`src/hw/rtl/cmdf_pkg.sv`:
```
`timescale 1ns / 1ps

package cmdf_pkg;

    localparam int MAX_MESSAGE = 1024;
    localparam int INDEX_W     = $clog2(MAX_MESSAGE + 1);

    localparam logic [7:0] OP_START   = 8'hA5;
    localparam logic [7:0] OP_CONT    = 8'hA6;
    localparam logic [7:0] OP_END     = 8'hA7;
    localparam logic [7:0] OP_SINGLE  = 8'hA8;
    localparam logic [7:0] OP_RSP     = 8'hA9;
    localparam logic [15:0] SINGLE_LEN = 16'd32;
    localparam logic [7:0] ACK_SECOND = 8'h00;

    localparam int MAX_RESULTS = 4;

    typedef enum logic [1:0] {
        KIND_PAYLOAD  = 2'd0,
        KIND_TRANSMIT = 2'd1,
        KIND_COMPLETE = 2'd2,
        KIND_PEER_ACK = 2'd3
    } kind_t;

    typedef enum logic [6:0] {
        PS_OPCODE   = 7'b0000001,
        PS_LEN_LO   = 7'b0000010,
        PS_LEN_HI   = 7'b0000100,
        PS_CHUNKLEN = 7'b0001000,
        PS_DATA     = 7'b0010000,
        PS_LASTDATA = 7'b0100000,
        PS_RSPDATA  = 7'b1000000
    } parse_state_t;

    typedef struct packed {
        kind_t       kind;
        logic [7:0]  data_byte;
        logic [9:0]  byte_index;
        logic [10:0] message_length;
        logic        overflow;
        logic        last;
    } result_t;

    function automatic result_t make_result(kind_t kind, logic [7:0] data_byte,
                                            logic [9:0] byte_index,
                                            logic [10:0] message_length,
                                            logic overflow);
        result_t r;
        r.kind           = kind;
        r.data_byte      = data_byte;
        r.byte_index     = byte_index;
        r.message_length = message_length;
        r.overflow       = overflow;
        r.last           = 1'b0;
        return r;
    endfunction

endpackage

```
`src/hw/rtl/chunked_message_deframer.sv`:
```
`timescale 1ns / 1ps

// Channel   Direction  Ports                              Contents
// s_        in         s_tvalid s_tready s_tdata[7:0]     rx_byte
// m_        out        m_tvalid m_tready m_tdata[31:0]    data_byte, byte_index,
//                      m_tuser[1:0] m_tlast               message_length, overflow; kind; last
//
// A received byte is registered, then parsed once the result buffer is empty or its
// last result is being taken; its results (zero to four) then leave the output port
// one per cycle while m_tready is high. The first result of a byte is presented from
// the result buffer, into which the parse writes all of the byte's results.
// A new byte is taken while earlier results are still draining.
// Reset is synchronous on aresetn and returns the parser to waiting for an opcode.
module chunked_message_deframer (
    input  logic        aclk,
    input  logic        aresetn,
    input  logic        s_tvalid,
    output logic        s_tready,
    input  logic [7:0]  s_tdata,   // [7:0] rx_byte
    output logic        m_tvalid,
    input  logic        m_tready,
    output logic [31:0] m_tdata,   // [7:0] data_byte, [17:8] byte_index,
                                   // [28:18] message_length, [29] overflow, [31:30] zero
    output logic [1:0]  m_tuser,   // [1:0] kind
    output logic        m_tlast
);
    import cmdf_pkg::*;

    logic                  in_valid_reg, in_valid_next;
    logic [7:0]            in_byte_reg, in_byte_next;

    parse_state_t          state_reg, state_next;
    logic [7:0]            opcode_reg, opcode_next;
    logic [15:0]           decl_len_reg, decl_len_next;
    logic [7:0]            chunk_count_reg, chunk_count_next;
    logic [7:0]            chunk_len_reg, chunk_len_next;
    logic [INDEX_W-1:0]    msg_index_reg, msg_index_next;
    logic                  dropped_reg, dropped_next;

    result_t               res_reg [MAX_RESULTS];
    result_t               res_next [MAX_RESULTS];
    logic [2:0]            res_cnt_reg, res_cnt_next;
    logic [1:0]            res_pos_reg, res_pos_next;

    result_t               batch [MAX_RESULTS];
    logic [2:0]            batch_cnt;
    logic                  pop, pop_last, process, buf_empty;

    logic [7:0]            cnt_inc;
    logic                  chunk_done, stored;
    logic [INDEX_W-1:0]    index_after;
    logic                  dropped_after;

    assign buf_empty = (res_cnt_reg == 3'd0);
    assign m_tvalid  = !buf_empty;
    assign pop       = m_tvalid && m_tready;
    assign pop_last  = pop && ({1'b0, res_pos_reg} + 3'd1 == res_cnt_reg);
    assign process   = in_valid_reg && (buf_empty || pop_last);
    assign s_tready  = !in_valid_reg || process;

    assign m_tdata = {2'b00, res_reg[res_pos_reg].overflow,
                      res_reg[res_pos_reg].message_length,
                      res_reg[res_pos_reg].byte_index,
                      res_reg[res_pos_reg].data_byte};
    assign m_tuser = res_reg[res_pos_reg].kind;
    assign m_tlast = res_reg[res_pos_reg].last;

    assign cnt_inc       = chunk_count_reg + 8'd1;
    assign chunk_done    = (cnt_inc == chunk_len_reg);
    assign stored        = (msg_index_reg < INDEX_W'(MAX_MESSAGE));
    assign index_after   = stored ? msg_index_reg + INDEX_W'(1) : msg_index_reg;
    assign dropped_after = dropped_reg || !stored;

    always_comb begin
        state_next       = state_reg;
        opcode_next      = opcode_reg;
        decl_len_next    = decl_len_reg;
        chunk_count_next = chunk_count_reg;
        chunk_len_next   = chunk_len_reg;
        msg_index_next   = msg_index_reg;
        dropped_next     = dropped_reg;
        batch_cnt        = 3'd0;
        for (int i = 0; i < MAX_RESULTS; i++) begin
            batch[i] = make_result(KIND_PAYLOAD, 8'd0, 10'd0, 11'd0, 1'b0);
        end

        case (state_reg)
            PS_OPCODE: begin
                if (in_byte_reg == OP_START) begin
                    decl_len_next = 16'd0;
                    state_next    = PS_LEN_LO;
                end else if (in_byte_reg == OP_CONT || in_byte_reg == OP_END) begin
                    state_next = (decl_len_reg != 16'd0) ? PS_CHUNKLEN : PS_OPCODE;
                end else if (in_byte_reg == OP_SINGLE) begin
                    decl_len_next = SINGLE_LEN;
                    state_next    = PS_CHUNKLEN;
                end else if (in_byte_reg == OP_RSP) begin
                    state_next = PS_RSPDATA;
                end
                opcode_next = in_byte_reg;
            end
            PS_LEN_LO: begin
                decl_len_next = {8'd0, in_byte_reg};
                state_next    = PS_LEN_HI;
            end
            PS_LEN_HI: begin
                decl_len_next = {in_byte_reg, decl_len_reg[7:0]};
                state_next    = PS_CHUNKLEN;
            end
            PS_CHUNKLEN: begin
                chunk_count_next = 8'd0;
                chunk_len_next   = in_byte_reg;
                if (opcode_reg == OP_START || opcode_reg == OP_CONT) begin
                    state_next = PS_DATA;
                end else if (opcode_reg == OP_END || opcode_reg == OP_SINGLE) begin
                    state_next = PS_LASTDATA;
                end else begin
                    state_next = PS_OPCODE;
                end
            end
            PS_DATA, PS_LASTDATA: begin
                chunk_count_next = cnt_inc;
                msg_index_next   = index_after;
                dropped_next     = dropped_after;
                if (stored) begin
                    batch[0]  = make_result(KIND_PAYLOAD, in_byte_reg,
                                            msg_index_reg[9:0], 11'd0, 1'b0);
                    batch_cnt = 3'd1;
                end
                if (chunk_done) begin
                    chunk_count_next = 8'd0;
                    chunk_len_next   = 8'd0;
                    state_next       = PS_OPCODE;
                    if (state_reg == PS_LASTDATA) begin
                        batch[batch_cnt[1:0]] = make_result(KIND_COMPLETE, 8'd0, 10'd0,
                                                            11'(index_after), dropped_after);
                        batch_cnt      = batch_cnt + 3'd1;
                        msg_index_next = '0;
                        dropped_next   = 1'b0;
                    end
                    batch[batch_cnt[1:0]] = make_result(KIND_TRANSMIT, OP_RSP,
                                                        10'd0, 11'd0, 1'b0);
                    batch_cnt = batch_cnt + 3'd1;
                    batch[batch_cnt[1:0]] = make_result(KIND_TRANSMIT, ACK_SECOND,
                                                        10'd0, 11'd0, 1'b0);
                    batch_cnt = batch_cnt + 3'd1;
                end
            end
            PS_RSPDATA: begin
                batch[0]   = make_result(KIND_PEER_ACK, 8'd0, 10'd0, 11'd0, 1'b0);
                batch_cnt  = 3'd1;
                state_next = PS_OPCODE;
            end
            default: begin
                state_next = PS_OPCODE;
            end
        endcase

        if (batch_cnt != 3'd0) begin
            batch[2'(batch_cnt - 3'd1)].last = 1'b1;
        end
    end

    always_comb begin
        in_valid_next = in_valid_reg;
        in_byte_next  = in_byte_reg;
        res_next      = res_reg;
        res_cnt_next  = res_cnt_reg;
        res_pos_next  = res_pos_reg;

        if (process) begin
            in_valid_next = 1'b0;
        end
        if (s_tvalid && s_tready) begin
            in_valid_next = 1'b1;
            in_byte_next  = s_tdata;
        end

        if (pop) begin
            if (pop_last) begin
                res_cnt_next = 3'd0;
                res_pos_next = 2'd0;
            end else begin
                res_pos_next = res_pos_reg + 2'd1;
            end
        end
        if (process) begin
            res_next     = batch;
            res_cnt_next = batch_cnt;
            res_pos_next = 2'd0;
        end
    end

    always_ff @(posedge aclk) begin
        if (!aresetn) begin
            in_valid_reg    <= 1'b0;
            state_reg       <= PS_OPCODE;
            opcode_reg      <= 8'd0;
            decl_len_reg    <= 16'd0;
            chunk_count_reg <= 8'd0;
            chunk_len_reg   <= 8'd0;
            msg_index_reg   <= '0;
            dropped_reg     <= 1'b0;
            res_cnt_reg     <= 3'd0;
            res_pos_reg     <= 2'd0;
        end else begin
            in_valid_reg    <= in_valid_next;
            if (process) begin
                state_reg       <= state_next;
                opcode_reg      <= opcode_next;
                decl_len_reg    <= decl_len_next;
                chunk_count_reg <= chunk_count_next;
                chunk_len_reg   <= chunk_len_next;
                msg_index_reg   <= msg_index_next;
                dropped_reg     <= dropped_next;
            end
            res_cnt_reg     <= res_cnt_next;
            res_pos_reg     <= res_pos_next;
        end
    end

    always_ff @(posedge aclk) begin
        in_byte_reg <= in_byte_next;
        res_reg     <= res_next;
    end

    // The result buffer holds at most four results and the read position stays inside it.
    assert property (@(posedge aclk) disable iff (!aresetn)
        m_tvalid |-> (res_cnt_reg <= 3'd4 && {1'b0, res_pos_reg} < res_cnt_reg))
        else $error("result buffer position out of range");

    // A byte is only parsed when its results cannot overwrite undelivered ones.
    assert property (@(posedge aclk) disable iff (!aresetn)
        process |-> (buf_empty || pop_last))
        else $error("parse would overwrite pending results");

    // The message index never passes the capacity.
    assert property (@(posedge aclk) disable iff (!aresetn)
        msg_index_reg <= INDEX_W'(MAX_MESSAGE))
        else $error("message index beyond capacity");

    // A parsed byte with results presents them in the next cycle, starting at the first.
    assert property (@(posedge aclk) disable iff (!aresetn)
        (process && batch_cnt != 3'd0) |=> (m_tvalid && res_pos_reg == 2'd0))
        else $error("results of a parsed byte not presented");

endmodule

```
`config.mk`:
```
export PLATFORM = sky130hd
export DESIGN_NAME = chunked_message_deframer
export DESIGN_NICKNAME = d
export VERILOG_FILES = /design/src/hw/rtl/cmdf_pkg.sv /design/src/hw/rtl/chunked_message_deframer.sv
export SDC_FILE = /design/constraint.sdc
export NUM_CORES = 1
export LEC_CHECK = 0
export BUFFER_PORTS_ARGS = -buffer_cell sky130_fd_sc_hd__buf_4
export CAP_MARGIN = 20
export CORE_MARGIN = 2
export CORE_UTILIZATION = 50
export DETAILED_ROUTE_END_ITERATION = 12
export HOLD_SLACK_MARGIN = 0.02
export PLACE_DENSITY = 0.68
export SYNTH_ARGS = -nofsm -noshare
export SYNTH_HDL_FRONTEND = slang
export SYNTH_SLANG_ARGS = --single-unit
```
`constraint.sdc`:
```
create_clock -name aclk -period 12.31 [get_ports aclk]
set_clock_uncertainty 0.1 [all_clocks]
set_input_delay 0.6155 -clock aclk [delete_from_list [all_inputs] [get_ports aclk]]
set_output_delay 0.6155 -clock aclk [all_outputs]
set_load 0.005 [all_outputs]
```
==> impl_metrics.csv <==
group,metric,value,unit
global_routing,track_usage,0.2162,
route,drc_errors,0,
worst_setup_path,path_buf_inv,2,
placed_design,dp.cells,843,
clock_tree,htreeDepth,4,
timing,slew_headroom,0.3563,
global_routing,grt_pass1_wl,22540,um
route,via_count,4977,
placed_design,place_area,0.006700,sq mm
worst_setup_path,cp_max_fo,75,
route,drt_iter0_markers,386,
global_routing,grt_overflow,0,
timing,period_needed,4412,ps
clock_tree,clock_path_buffers,2,
logic_synthesis,synthArstFlopShare,0,
logic_synthesis,ys_warn_count,0,
clock_tree,clk_pin_slew,60,ps
global_routing,antenna_found_initial,0,
logic_synthesis,syn_inst,666,
logic_synthesis,ys_ff_latch,126,
worst_setup_path,critical_path_arrival,4650,ps
floorplanning,dieArea,0.01347,sq mm
clock_tree,tritoncts,"built",
worst_setup_path,crit_slowest_cell,"dfxtp_1",
layout,final-instance-count-excl-fill,877,
floorplanning,die_y,116.0,um
run,max_cap_viol_count,0,
clock_tree,cts_root_buf,"clkbuf_16",
clock_tree,post_cts_buffers,0,
worst_setup_path,cp_slowest_stage_delay,750,ps
route,antenna_left,0,
logic_synthesis,synth_ff_type,"dfxtp_1",
placed_design,place_congestion,0.8865,
layout,final_cell_area,0.007271,sq mm
layout,num_antenna_cells,0,
floorplanning,fp.dieW,116.0,um
timing,clock.fmax,0.2267,GHz
logic_synthesis,synthDistinctLibCells,57,
placed_design,numPortBuffers,46,
layout,final_nets,720,
timing,tightest_slew,965.5,ps
layout,largest_reg_flops,53,
global_routing,grt_pass1_vias,4545,
worst_setup_path,critPathTopFamily,"simple AND/OR/NAND/NOR gates",
timing,finalHoldViolations,0,
logic_synthesis,synth_area,0.006277,sq mm
clock_tree,numCtsBuffers,17,
placed_design,dp_hpwl,9351,um
pwr,p_leak,0.002776,uW
floorplanning,rows,40,
worst_setup_path,end_kind,"flop",
timing,final.setup.tns,0,ps
timing,maxSlewViolCount,0,
route,viasPerCell,5.675,
route,drt_pass1_iterations,5,
timing,grt_setup_unrepaired,"false",
floorplanning,ios,49,
layout,area.growth.synth_to_final,15.83,%
min_path,worstHoldPathType,"primary input to flop",
outcome,status,"complete, no violations",
clock_tree,clkLatencyLatePin,420,ps
worst_setup_path,crit_chain,"ha_1 -> xor2_1 -> or4b_1 -> a21bo_2 -> clkinv_2 -> buf_4 -> nand2_1 -> or3_1 -> a21o_1 -> a21oi_1",
layout,nFillCells,1078,
timing,fin_crit_sh,0.3584,
worst_setup_path,cp.required,12550,ps
route,wl_per_cell,15.70,um
clock_tree,cts-resized-gates,0,
logic_synthesis,seq_area_frac_synth,0.4991,
route,totalWireLength,13770,um
layout,layout.cells.most_common_list,"nand2_1, dfxtp_1, edfxtp_1",
worst_setup_path,cp-start-kind,"flop",
pwr,p_per_area,130.3,mW/mm^2
floorplanning,initial_core_util,0.5183,
worst_setup_path,critical_path_class,"flop to flop",
logic_synthesis,synth_edf_count,61,
pwr,ir_drop,0.00008909,V
global_routing,grt_max_degree,76,
clock_tree,cts_num_sinks,126,
floorplanning,coreArea,0.01211,sq mm
timing,finalSetupViolCount,0,
layout,drive_gt1_frac,0.1312,
layout,layout_commonest_cell,"nand2_1",
logic_synthesis,syn_area_per_cell,9.425,sq um
clock_tree,cts.hold.buffers_added,0,
==> cells by family (layout without fill, tap and decap cells) <==
group	Yosys count	count (layout)	synth area share
adders and majority gates	12	12	0.02392
DFF	126	126	0.4991
AOI/OAI and AO/OA	130	130	0.1300
and+or+nand+nor	308	308	0.2543
buffers and inverters	53	95	0.03408
xor gates and xnor gates	18	18	0.02511
muxes	18	18	0.03289
other	1	2	0.0005974
==> cells in the mapped netlist (all sizes together), types with 6 or more instances <==
cell type  count  share of area
nand2         76          0.045
dfxtp         65           0.21
edfxtp        61           0.29
nor2          55          0.033
a21oi         50          0.040
and2          36          0.036
clkbuf        35          0.021
nand3         30          0.024
and3          24          0.024
or3           21          0.021
o21ai         20          0.016
mux2i         15          0.024
nor3          15          0.012
a21o          13          0.016
ha            12          0.024
a22oi         11          0.013
a211oi        10          0.012
xor2          10          0.014
buf            9         0.0076
inv            8         0.0048
xnor2          8          0.011
a22o           7         0.0098
nand3b         7         0.0084
nor4           7         0.0070
nor2b          6         0.0060
or2            6         0.0060
==> routing by layer <==
| layer | part of all wire | wire length (um) | global-route usage | vias up |
|---|---|---|---|---|
| met4 | 0.020 | 270 | 0.08254 | 0 |
| met2 | 0.47 | 6495 | 0.3380 | 121 |
| met1 | 0.46 | 6399 | 0.2889 | 2365 |
| met5 | 0 | 0 | 0 | - |
| li1 | - | - | - | 2463 |
| met3 | 0.044 | 600 | 0.05805 | 28 |
==> where the power goes <==
part	leakage (uW)	switching (uW)	internal [uW]
registers	0.00118	12.6	448
clock network	0.000259	176	272
logic	0.00133	23.3	16.0
total	0.00278	211	736
==> cell type report <==
class	instances	area, sq um	area share
Clock buffer	18	429.2	0.05903
Timing Repair Buffer	54	426.7	0.05868
Tap cell	168	210.2	0.02891
Clock inverter	14	102.6	0.01411
Sequential cell	126	3133	0.4309
Inverter	9	35.03	0.004818
Multi-Input combinational cell	488	2934	0.4035
==> worst paths after layout <==
kind / from / endpoint / slack (ps) / depth (start not counted)
worst max register to register: res_pos_reg[1]$_SDFFE_PP0P_ / msg_index_reg[2]$_SDFFE_PN0P_ / 7900 / 10
worst min-delay path: s_tdata[1] / in_byte_reg[1]$_DFFE_PP_ / 270 / 1
worst max-delay path: res_pos_reg[1]$_SDFFE_PP0P_ / msg_index_reg[2]$_SDFFE_PN0P_ / 7900 / 10
worst min register to register: decl_len_reg[13]$_SDFFE_PN0P_ / decl_len_reg[13]$_SDFFE_PN0P_ / 350 / 2
==> worst register-to-register path, stage by stage, from the launching register on <==
cell and delay [ps]:
dfxtp_1 750, ha_1 380, xor2_1 150, or4b_1 520, a21bo_2 260, clkinv_2 50, buf_4 660, nand2_1 640
or3_1 500, a21o_1 190, a21oi_1 140
==> through the flow <==
stage,hold WS (ps),util,power (uW),setup WS [ps]
3_5_place_dp,348.8,0.5532,507.8,7585
5_1_grt,254.3,0.6003,978.9,7575
6_report,268.8,0.6003,947.2,7898
3_3_place_gp,339.0,0.5528,507.2,7713
4_1_cts,257.6,0.5971,953.6,7556
2_1_floorplan,331.3,-,492.3,8274
No activity file was read; power rests on OpenSTA's default activity.
